`src/sv/arpc_pkg.sv`:
```
package arpc_pkg;

  localparam int CACHE_ENTRIES = 8;
  localparam int IDX_W = (CACHE_ENTRIES > 1) ? $clog2(CACHE_ENTRIES) : 1;
  localparam int CNT_W = IDX_W + 1;

  localparam logic [1:0] FUNC_FRAME  = 2'd0;
  localparam logic [1:0] FUNC_LOOKUP = 2'd1;
  localparam logic [1:0] FUNC_TICK   = 2'd2;
  localparam logic [1:0] FUNC_ADD    = 2'd3;

  localparam logic [10:0] MIN_FRAME_BYTES = 11'd28;
  localparam logic [15:0] HTYPE_ETHERNET  = 16'h0001;
  localparam logic [15:0] PTYPE_IPV4      = 16'h0800;
  localparam logic [7:0]  HLEN_MAC        = 8'h06;
  localparam logic [7:0]  PLEN_IPV4       = 8'h04;
  localparam logic [15:0] ARP_OP_REQUEST  = 16'h0001;
  localparam logic [15:0] ARP_OP_REPLY    = 16'h0002;
  localparam logic [7:0]  AGE_FRESH       = 8'd255;

  typedef struct packed {
    logic [1:0]  func;
    logic [10:0] frame_bytes;
    logic [15:0] htype;
    logic [15:0] ptype;
    logic [7:0]  hlen;
    logic [7:0]  plen;
    logic [15:0] opcode;
    logic [47:0] sender_mac;
    logic [31:0] sender_ip;
    logic [31:0] target_ip;
    logic [31:0] entry_ip;
    logic [47:0] entry_mac;
  } in_t;

  typedef struct packed {
    logic        packet_taken;
    logic        send_reply;
    logic [31:0] reply_ip;
    logic [47:0] reply_mac;
    logic        lookup_hit;
    logic [47:0] found_mac;
    logic        send_request;
    logic [31:0] request_ip;
  } out_t;

  // Command from the sequencer to the entry store.
  typedef struct packed {
    logic             wr_en;
    logic             fresh_en;
    logic             tick_en;
    logic [IDX_W-1:0] idx;
    logic [31:0]      ip;
    logic [47:0]      mac;
  } store_cmd_t;

  typedef struct packed {
    logic [31:0] ip;
    logic [47:0] mac;
    logic [7:0]  age;
  } store_rd_t;

endpackage

```
`src/sv/arpc_store.sv`:
```
module arpc_store
  import arpc_pkg::*;
(
  input  logic       clk,
  input  logic       rst_n,
  input  store_cmd_t cmd,
  output store_rd_t  rd
);

  logic [31:0] ip_mem  [CACHE_ENTRIES];
  logic [47:0] mac_mem [CACHE_ENTRIES];
  logic [7:0]  age_r   [CACHE_ENTRIES];

  always_ff @(posedge clk) begin
    if (cmd.wr_en) begin
      ip_mem[cmd.idx]  <= cmd.ip;
      mac_mem[cmd.idx] <= cmd.mac;
    end
    rd.ip  <= ip_mem[cmd.idx];
    rd.mac <= mac_mem[cmd.idx];
    rd.age <= age_r[cmd.idx];
  end

  // An age of zero marks an empty entry, so only the ages need a reset.
  always_ff @(posedge clk) begin
    if (!rst_n) begin
      for (int i = 0; i < CACHE_ENTRIES; i++) begin
        age_r[i] <= '0;
      end
    end else if (cmd.wr_en || cmd.fresh_en) begin
      age_r[cmd.idx] <= AGE_FRESH;
    end else if (cmd.tick_en && age_r[cmd.idx] != '0) begin
      age_r[cmd.idx] <= age_r[cmd.idx] - 8'd1;
    end
  end

endmodule

```
`src/sv/arp_cache_with_aging_unit.sv`:
```
// ARP cache of CACHE_ENTRIES aged entries. One item is handled at a time. A received
// frame that is dropped or carries an unknown opcode goes straight to the output state
// without a scan. Every other item walks all entries, one entry per cycle: a tick ages
// each entry, while lookups and learns pass each one through the single compare unit.
// Every scan ends in a resolve state, and a lookup hit then also passes through a fetch
// state to read the MAC. in_ready is high only while the unit is idle; a finished result
// waits in the output register without blocking the next transfer. The user must write
// own_ip through cfg_we/cfg_wdata only while the unit is idle; the unit does not enforce it.
module arp_cache_with_aging_unit
  import arpc_pkg::*;
(
  input  logic        clk,
  input  logic        rst_n,
  input  logic        cfg_we,
  input  logic [31:0] cfg_wdata,
  input  logic        in_valid,
  output logic        in_ready,
  input  in_t         in_data,
  output logic        out_valid,
  input  logic        out_ready,
  output out_t        out_data
);

  localparam logic [2:0] S_IDLE    = 3'd0;
  localparam logic [2:0] S_SCAN    = 3'd1;
  localparam logic [2:0] S_RESOLVE = 3'd2;
  localparam logic [2:0] S_FETCH   = 3'd3;
  localparam logic [2:0] S_OUT     = 3'd4;

  localparam logic [1:0] OP_NONE   = 2'd0;
  localparam logic [1:0] OP_LEARN  = 2'd1;
  localparam logic [1:0] OP_LOOKUP = 2'd2;
  localparam logic [1:0] OP_TICK   = 2'd3;

  localparam logic [CNT_W-1:0] CNT_END = CNT_W'(CACHE_ENTRIES);

  logic [31:0]      own_ip_r;
  logic [2:0]       state_r, state_nxt;
  logic [1:0]       op_r, op_nxt;
  logic [CNT_W-1:0] cnt_r, cnt_nxt;
  logic             cmp_v_r, cmp_v_nxt;
  logic [IDX_W-1:0] cmp_idx_r, cmp_idx_nxt;
  logic             hit_r, hit_nxt;
  logic [IDX_W-1:0] hit_idx_r, hit_idx_nxt;
  logic [IDX_W-1:0] vic_idx_r, vic_idx_nxt;
  logic [7:0]       vic_age_r, vic_age_nxt;
  logic [31:0]      key_ip_r, key_ip_nxt;
  logic [47:0]      key_mac_r, key_mac_nxt;
  out_t             res_r, res_nxt;
  logic             out_valid_r, out_valid_nxt;
  out_t             out_data_r, out_data_nxt;

  store_cmd_t       cmd;
  store_rd_t        rd;

  logic             frame_ok;

  arpc_store u_store (
    .clk   (clk),
    .rst_n (rst_n),
    .cmd   (cmd),
    .rd    (rd)
  );

  assign in_ready  = (state_r == S_IDLE);
  assign out_valid = out_valid_r;
  assign out_data  = out_data_r;

  assign frame_ok = (in_data.frame_bytes >= MIN_FRAME_BYTES) &&
                    (in_data.htype == HTYPE_ETHERNET) &&
                    (in_data.ptype == PTYPE_IPV4) &&
                    (in_data.hlen == HLEN_MAC) &&
                    (in_data.plen == PLEN_IPV4) &&
                    (in_data.target_ip == own_ip_r);

  always_comb begin
    state_nxt     = state_r;
    op_nxt        = op_r;
    cnt_nxt       = cnt_r;
    cmp_v_nxt     = 1'b0;
    cmp_idx_nxt   = cmp_idx_r;
    hit_nxt       = hit_r;
    hit_idx_nxt   = hit_idx_r;
    vic_idx_nxt   = vic_idx_r;
    vic_age_nxt   = vic_age_r;
    key_ip_nxt    = key_ip_r;
    key_mac_nxt   = key_mac_r;
    res_nxt       = res_r;
    out_valid_nxt = out_valid_r && !out_ready;
    out_data_nxt  = out_data_r;

    cmd           = '0;
    cmd.ip        = key_ip_r;
    cmd.mac       = key_mac_r;

    // The shared compare unit looks at the entry read in the previous cycle.
    if (cmp_v_r) begin
      if (rd.age != '0 && rd.ip == key_ip_r) begin
        hit_nxt     = 1'b1;
        hit_idx_nxt = cmp_idx_r;
      end
      // Scanning upward with <= hands ties to the highest index.
      if (cmp_idx_r == '0 || rd.age <= vic_age_r) begin
        vic_idx_nxt = cmp_idx_r;
        vic_age_nxt = rd.age;
      end
    end

    case (state_r)
      S_IDLE: begin
        if (in_valid) begin
          res_nxt   = '0;
          cnt_nxt   = '0;
          hit_nxt   = 1'b0;
          state_nxt = S_SCAN;
          case (in_data.func)
            FUNC_FRAME: begin
              key_ip_nxt  = in_data.sender_ip;
              key_mac_nxt = in_data.sender_mac;
              res_nxt.packet_taken = frame_ok;
              if (frame_ok && in_data.opcode == ARP_OP_REQUEST) begin
                res_nxt.send_reply = 1'b1;
                res_nxt.reply_ip   = in_data.sender_ip;
                res_nxt.reply_mac  = in_data.sender_mac;
                op_nxt = OP_LEARN;
              end else if (frame_ok && in_data.opcode == ARP_OP_REPLY) begin
                op_nxt = OP_LEARN;
              end else begin
                op_nxt    = OP_NONE;
                state_nxt = S_OUT;
              end
            end
            FUNC_LOOKUP: begin
              key_ip_nxt = in_data.entry_ip;
              op_nxt     = OP_LOOKUP;
            end
            FUNC_TICK: begin
              op_nxt = OP_TICK;
            end
            default: begin
              key_ip_nxt  = in_data.entry_ip;
              key_mac_nxt = in_data.entry_mac;
              op_nxt      = OP_LEARN;
            end
          endcase
        end
      end
      S_SCAN: begin
        if (cnt_r != CNT_END) begin
          cmd.idx     = cnt_r[IDX_W-1:0];
          cmd.tick_en = (op_r == OP_TICK);
          cmp_v_nxt   = (op_r != OP_TICK);
          cmp_idx_nxt = cnt_r[IDX_W-1:0];
          cnt_nxt     = cnt_r + CNT_W'(1);
        end else begin
          state_nxt = S_RESOLVE;
        end
      end
      S_RESOLVE: begin
        state_nxt = S_OUT;
        case (op_r)
          OP_LOOKUP: begin
            if (hit_r) begin
              cmd.idx      = hit_idx_r;
              cmd.fresh_en = 1'b1;
              state_nxt    = S_FETCH;
            end else begin
              res_nxt.send_request = 1'b1;
              res_nxt.request_ip   = key_ip_r;
            end
          end
          OP_LEARN: begin
            cmd.idx   = hit_r ? hit_idx_r : vic_idx_r;
            cmd.wr_en = 1'b1;
          end
          default: begin
          end
        endcase
      end
      S_FETCH: begin
        res_nxt.lookup_hit = 1'b1;
        res_nxt.found_mac  = rd.mac;
        state_nxt          = S_OUT;
      end
      S_OUT: begin
        if (!out_valid_r || out_ready) begin
          out_valid_nxt = 1'b1;
          out_data_nxt  = res_r;
          state_nxt     = S_IDLE;
        end
      end
      default: begin
        state_nxt = S_IDLE;
      end
    endcase
  end

  always_ff @(posedge clk) begin
    if (!rst_n) begin
      own_ip_r    <= '0;
      state_r     <= S_IDLE;
      out_valid_r <= 1'b0;
      cmp_v_r     <= 1'b0;
    end else begin
      if (cfg_we) begin
        own_ip_r <= cfg_wdata;
      end
      state_r     <= state_nxt;
      out_valid_r <= out_valid_nxt;
      cmp_v_r     <= cmp_v_nxt;
    end
  end

  always_ff @(posedge clk) begin
    op_r       <= op_nxt;
    cnt_r      <= cnt_nxt;
    cmp_idx_r  <= cmp_idx_nxt;
    hit_r      <= hit_nxt;
    hit_idx_r  <= hit_idx_nxt;
    vic_idx_r  <= vic_idx_nxt;
    vic_age_r  <= vic_age_nxt;
    key_ip_r   <= key_ip_nxt;
    key_mac_r  <= key_mac_nxt;
    res_r      <= res_nxt;
    out_data_r <= out_data_nxt;
  end

endmodule
```
`config.mk`:
```
export PLATFORM = sky130hd
export DESIGN_NAME = arp_cache_with_aging_unit
export DESIGN_NICKNAME = d
export VERILOG_FILES = /design/src/sv/arpc_pkg.sv /design/src/sv/arpc_store.sv /design/src/sv/arp_cache_with_aging_unit.sv
export SDC_FILE = /design/constraint.sdc
export NUM_CORES = 1
export LEC_CHECK = 0
export BUFFER_PORTS_ARGS = -buffer_cell sky130_fd_sc_hd__buf_4
export CORE_ASPECT_RATIO = 0.7
export CORE_MARGIN = 8
export CORE_UTILIZATION = 40
export DETAILED_ROUTE_END_ITERATION = 6
export SYNTH_ARGS = -nofsm -noshare
export SYNTH_HDL_FRONTEND = slang
export SYNTH_HIERARCHICAL = 1
export SYNTH_SLANG_ARGS = --single-unit
```
`constraint.sdc`:
```
create_clock -name clk -period 8.09 [get_ports clk]
set_input_delay 0.4045 -clock clk [delete_from_list [all_inputs] [get_ports clk]]
set_output_delay 0.4045 -clock clk [all_outputs]
set_load 0.02 [all_outputs]
```
==> metrics.txt, run 1 <==
status=finished clean; hold path start=in_data[59]; worst path required time=8.43 ns; synthesized flop and latch total=1261; pre-CTS WS=2.63 ns; Antenna Nets Post-Route=0; RR Startpoint=state_r[2]; Synth area leaders=edfxtp_1, dfxtp_1, a22oi_1; Power Density=254 mW/mm^2; total track usage=17.9%; Die W=420 um; Avg Cell Area, Syn=17.1 sq um; crit share post-route=68.0%; Vias=25500; Setup Skew=0.0407 ns; Setup crit end kind=flop; most used flip-flop cell after synthesis=edfxtp_1; Post-synth EDFFs=1135; CP Launch Point=state_r[2]; final number of hold-violating endpoints=0; fin nets=3597; Post-synth ARST share=0%; H-tree levels=3; DP HPWL=67200 um; top-area cell type share of the netlist area=74.5%; iteration count of the initial detailed-routing pass=5; core box area=0.113 sq mm; row count=103; sequential fraction of the synthesis area=80.0%; post-route total power=14200 uW; I/O Pins=472; worst min-delay path class=input pin to flop; worst setup margin=2.59 ns; first-pass GRT wire length=169000 um; Max Clk Rate=182 MHz; wire per inst=23.6 um; hold path cells=3; synthesized cell area=0.0458 sq mm; CTS tree=yes; Syn Nets=3005; initial antenna violation count=0; fillers=9585; Post-CTS Setup Bufs=0; Worst R2R Path Depth=13; type of the worst setup path=flop to flop; DRC=0; die height=299 um; Routed WL=115000 um; crit path DAT=5.84 ns; vias per std cell=5.20; Initial DRC Count=2085; Max Cap Viol=0; gr ovfl total=0; GPL Wtd Cong=0.808; clk slew on worst S/H paths=0.06 ns; largest area contributor in the netlist=edfxtp_1; Worst-Skew Late Latency=0.72 ns; Clock Path Buffers=3; final setup vio count=0; crit start category=flop; Starting Density=40.4%; worst relative slew slack=26.5%; crit-path max FO=31; reg2reg end=u_store/age_r[3][5]; vias in the first global route=25900; final std cells w/o fill=4899; hold slack=0.0433 ns; RSZ-0062 raised after global routing=no; DP Cell Count=4578; I/O Buffers=469; Hold Path End=key_ip_r[11]; Post-Synthesis Cells=2681; Setup TNS Final=0 ns; die footprint=0.126 sq mm; Max VDD drop=177 uV; root buffer cell=clkbuf_16; Tmin final=5.50 ns; number of diodes=0; layout cells sized above 1=24.9%; CTS Buf Count=118; Yosys warnings=6; Num Clock Sinks=1261; largest net degree at the start of global routing=105; max-slew violations=0; Leakage Power=0.0196 uW; reg2reg setup slack=2.59 ns; count of unique library cells instantiated by Yosys=71; Area Overhead vs Synth=22.4%; worst-margin pin slew=1.10 ns
==> logic make-up after synthesis <==
group                    count (synthesis)  synth area share [%]
AO/OA/AOI/OAI                          459                  7.35
XOR/XNOR                                70                  1.34
adder cells (fa/ha/maj)                 18                 0.492
buffers and inverters                  245                  2.18
flip-flops                            1261                  80.0
multiplexers                            58                  1.51
AND/OR/NAND/NOR                        570                  7.13
==> cell usage in the layout, fill, tap and decap left out, drive strengths merged, types with 32 or more instances in the layout <==
cell type       n
nor2          142
mux2i          46
dlygate4sd3    97
and2           44
clkinv         41
xnor2          38
nor2b          36
edfxtp       1135
dfxtp         126
clkbuf        162
and3           57
o21ai          89
xor2           32
inv           115
nand4         102
a22oi         321
nand2         101
buf           511
==> worst max path at each step <==
| stage | depth (start not counted) | endpoint |
|---|---|---|
| global placement | 14 | u_store/age_r[3][1] |
| global route | 13 | u_store/age_r[3][3] |
| floorplan | 11 | u_store/ip_mem[1][0] |
| detailed placement | 13 | u_store/age_r[3][5] |
| CTS | 13 | u_store/age_r[3][5] |
| finish | 13 | u_store/age_r[3][5] |
==> registers in the layout, summed over array words and instances (netlist names), 4 cells and up <==
signal           cells
out_data           164
u_store/age_r       64
res_r              164
vic_age_r            8
u_store/ip_mem     256
key_mac_r           48
own_ip_r            32
cnt_r                4
u_store/mac_mem    384
key_ip_r            32
u_store/rd          88
==> area by class of cell <==
cell class              instances  area [sq um]  area share (%)
clock inverters                62           638            1.14
clock buffers                 162          3280            5.86
well taps                    1522          1900            3.40
flip-flops and latches       1261         36600            65.4
multi-input cells            1175          8280            14.8
repair buffers                608          4870            8.70
inverters                     109           412           0.735
==> what timing repair did <==
| action | 4_1_cts | 5_1_grt |
|---|---|---|
| gates resized for setup | 0 | 0 |
| hold buffers | 97 | 0 |
| setup endpoints to repair | 0 | 0 |
| hold endpoints to repair | 113 | 0 |
==> routing by layer <==
metal / vias up / routed length, um / global-route usage [%]
li1: 11600 / - / -
met1: 13000 / 51500 / 25.5
met2: 766 / 54700 / 28.4
met3: 147 / 7080 / 3.71
met4: 0 / 2200 / 3.86
met5: - / 0 / 0
==> critical path, cell delays in order, from the launching register on <==
cell and delay (ns):
dfxtp_1 0.41, or3b_2 0.59, a31oi_1 0.67, nand2_1 0.14
o21ai_2 0.08, buf_4 0.41, mux4_2 0.58, mux2i_1 0.51
ha_1 0.28, nand3_1 0.13, nor4_4 0.35, buf_4 0.34
a2bb2oi_4 0.29, nand2_1 0.30
==> synthesized netlist by cell type, drive strengths merged, types with 2 or more instances <==
| master | count |
|---|---|
| xnor2 | 38 |
| nor3b | 4 |
| nor2b | 36 |
| ha | 18 |
| o21ai | 89 |
| inv | 109 |
| nor2 | 142 |
| xor2 | 32 |
| o22ai | 3 |
| or3b | 2 |
| nor3 | 20 |
| nand2 | 101 |
| a2bb2oi | 8 |
| a22oi | 321 |
| mux4 | 8 |
| and2 | 44 |
| a22o | 3 |
| mux2 | 4 |
| a21boi | 3 |
| a21oi | 14 |
| nor4 | 24 |
| buf | 24 |
| clkbuf | 112 |
| o21a | 3 |
| or4 | 2 |
| nand2b | 8 |
| nor4b | 6 |
| and3 | 57 |
| dfxtp | 126 |
| and3b | 3 |
| nand3 | 15 |
| nand4 | 102 |
| mux2i | 46 |
| edfxtp | 1135 |
==> power breakdown <==
group	leakage [uW]	internal (uW)	switching [uW]
combinational	0.00610	412	639
clock	0.00191	3140	2420
sequential	0.0116	7460	177
==> stage by stage <==
stage / util [%] / cell area, sq um
detailed placement: 45.2 / 51100
global placement: 45.2 / 51100
floorplan: - / 45800
global route: 49.5 / 56000
finish: 49.5 / 56000
CTS: 49.5 / 56000
(Power assumes the default switching activity.)
==> inputs of run 2 (changes only) <==
==> constraint.sdc (replaced) <==
create_clock -name clk -period 5.19 [get_ports clk]
set_input_delay 0.2595 -clock clk [delete_from_list [all_inputs] [get_ports clk]]
set_output_delay 0.2595 -clock clk [all_outputs]
set_load 0.02 [all_outputs]
==> run 2 against run 1 <==
  * Combinational power is 65% higher
  * Sequential power rose by 56%
  * Critical path type unchanged
  * Utilization is 1.2 points higher
  * Largest power group unchanged
==> metrics.txt, run 2 (synthesized netlist as in run 1, its figures left out) <==
worst min-delay path class=input pin to flop; Comb power frac=7.7%; most used cell, CP=nand3_1; Die W=420 um; Starting Density=40.4%; Max Clk Rate=206 MHz; DP HPWL=68900 um; crit-path max FO=23; Clock Path Buffers=3; hold slack=0.0403 ns; most frequent cells in the layout=edfxtp_1, buf_4, a22oi_1, dlygate4sd3_1, dfxtp_1; Max Cap Viol=0; layout cells sized above 1=24.8%; crit-path max cell delay=0.66 ns; crit path DAT=5.20 ns; row count=103; die height=299 um; wire per inst=23.3 um; most flop-heavy register=u_store/mac_mem; Largest register FFs=384; Tmin final=4.86 ns; most common cell after layout, fill and taps aside=edfxtp_1; H-tree levels=3; total net switching power=5120 uW; worst-path cell chain=nor3b_2 -> nand3_1 -> inv_1 -> o21bai_1 -> o21ai_4 -> mux4_2 -> mux2i_1 -> ha_1 -> nand3_1 -> nor4_4 -> buf_4 -> a2bb2oi_4 -> nand2_1; Setup crit end kind=flop; worst-margin pin slew=1.03 ns; CTS tree=yes; type of the worst setup path=flop to flop; max-slew violations=0; Leakage Power=0.0202 uW; Power Density=391 mW/mm^2; initial antenna violation count=3; Area Overhead vs Synth=25.2%; final setup vio count=0; fillers=9401; critical path's slowest cell=o21ai_4; vias per std cell=5.16; GPL Wtd Cong=0.868; crit start category=flop; fin nets=3718; Post-CTS Setup Bufs=0; Vias=25900; DRC=0; Num Clock Sinks=1261; iteration count of the initial detailed-routing pass=7; critical path's top delay family=compound AO/OA/AOI/OAI gates; worst relative slew slack=30.9%; Routed WL=117000 um; final number of hold-violating endpoints=0; WP buf/inv=2; gr ovfl total=0; RSZ-0062 raised after global routing=no; largest net degree at the start of global routing=62; I/O Buffers=469; Switching Share=22.9%; Largest regs=u_store/mac_mem: 384 flops, u_store/ip_mem: 256 flops; status=finished clean; first-pass GRT wire length=173000 um; Worst-Skew Late Latency=0.74 ns; sequential power share=53.1%; Antenna Nets Post-Route=0; Max VDD drop=321 uV; Setup TNS Final=0 ns; Initial DRC Count=2093; vias in the first global route=26800; core box area=0.113 sq mm; CTS Buf Count=119; crit share post-route=93.6%; I/O Pins=472; Setup Skew=0.0649 ns; die footprint=0.126 sq mm; clk slew on worst S/H paths=0.06 ns; root buffer cell=clkbuf_16; worst path required time=5.53 ns; Clk pwr share=39.1%; total track usage=18.1%; internal power=17300 uW
[run 2: metal layers]
layer,track usage [%],up-vias,part of all wire [%]
li1,-,11800,-
met1,26.0,13200,45
met2,29.1,718,48
met3,3.09,172,5.3
met4,4.17,0,2.1
met5,0,-,0
[run 2: power by group through the flow]
stage | registers [uW] | clock network (uW) | logic, uW
6_report | 11900 | 8760 | 1730
5_1_grt | 11900 | 9370 | 1880
4_1_cts | 11900 | 8960 | 1740
3_5_place_dp | 12100 | 0 | 1610
3_3_place_gp | 12100 | 0 | 1600
2_1_floorplan | 12000 | 0 | 867
[run 2: tightest hold or removal path, cell delays in order]
cell     delay, ns
buf_4         0.11
inv_1         0.04
o21ai_0       0.15
[run 2: timing repair]
action                                 CTS  global route
setup endpoints to repair                0            80
resized for setup                        0             2
endpoints found under the hold margin  185             0
hold buffers                           190             0
[run 2: area by class of cell]
| cell class | count | area (sq um) | share of cell area, % |
|---|---|---|---|
| clock buffers | 164 | 3260 | 5.68 |
| clock inverters | 63 | 724 | 1.26 |
| inverters | 109 | 412 | 0.718 |
| multi-input cells | 1175 | 8290 | 14.5 |
| well taps | 1522 | 1900 | 3.32 |
| flip-flops and latches | 1261 | 36600 | 63.9 |
| repair buffers | 728 | 6100 | 10.7 |
| diodes | 1 | 2.50 | 0.00437 |
[run 2: final timing paths]
check | start | endpoint | slack [ns] | cells past startpoint
setup / recovery | state_r[1] | u_store/age_r[5][5] | 0.33 | 13
hold / removal | in_data[79] | key_ip_r[31] | 0.04 | 3
setup reg to reg | state_r[1] | u_store/age_r[5][5] | 0.33 | 13
hold reg to reg | res_r[80] | out_data[80] | 0.39 | 0
[run 2: stage by stage]
stage | utilization (%) | cells | setup WS, ns | cell area, sq um | power [uW]
6_report | 50.6 | 5023 | 0.330 | 57300 | 22400
5_1_grt | 50.6 | 5023 | 0.00210 | 57300 | 23200
4_1_cts | 50.6 | 5022 | 0.0905 | 57300 | 22600
2_1_floorplan | - | 2681 | 0.157 | 45800 | 12900
3_5_place_dp | 45.4 | 4605 | 0.147 | 51400 | 13700
3_3_place_gp | 45.4 | 4605 | 0.272 | 51400 | 13700
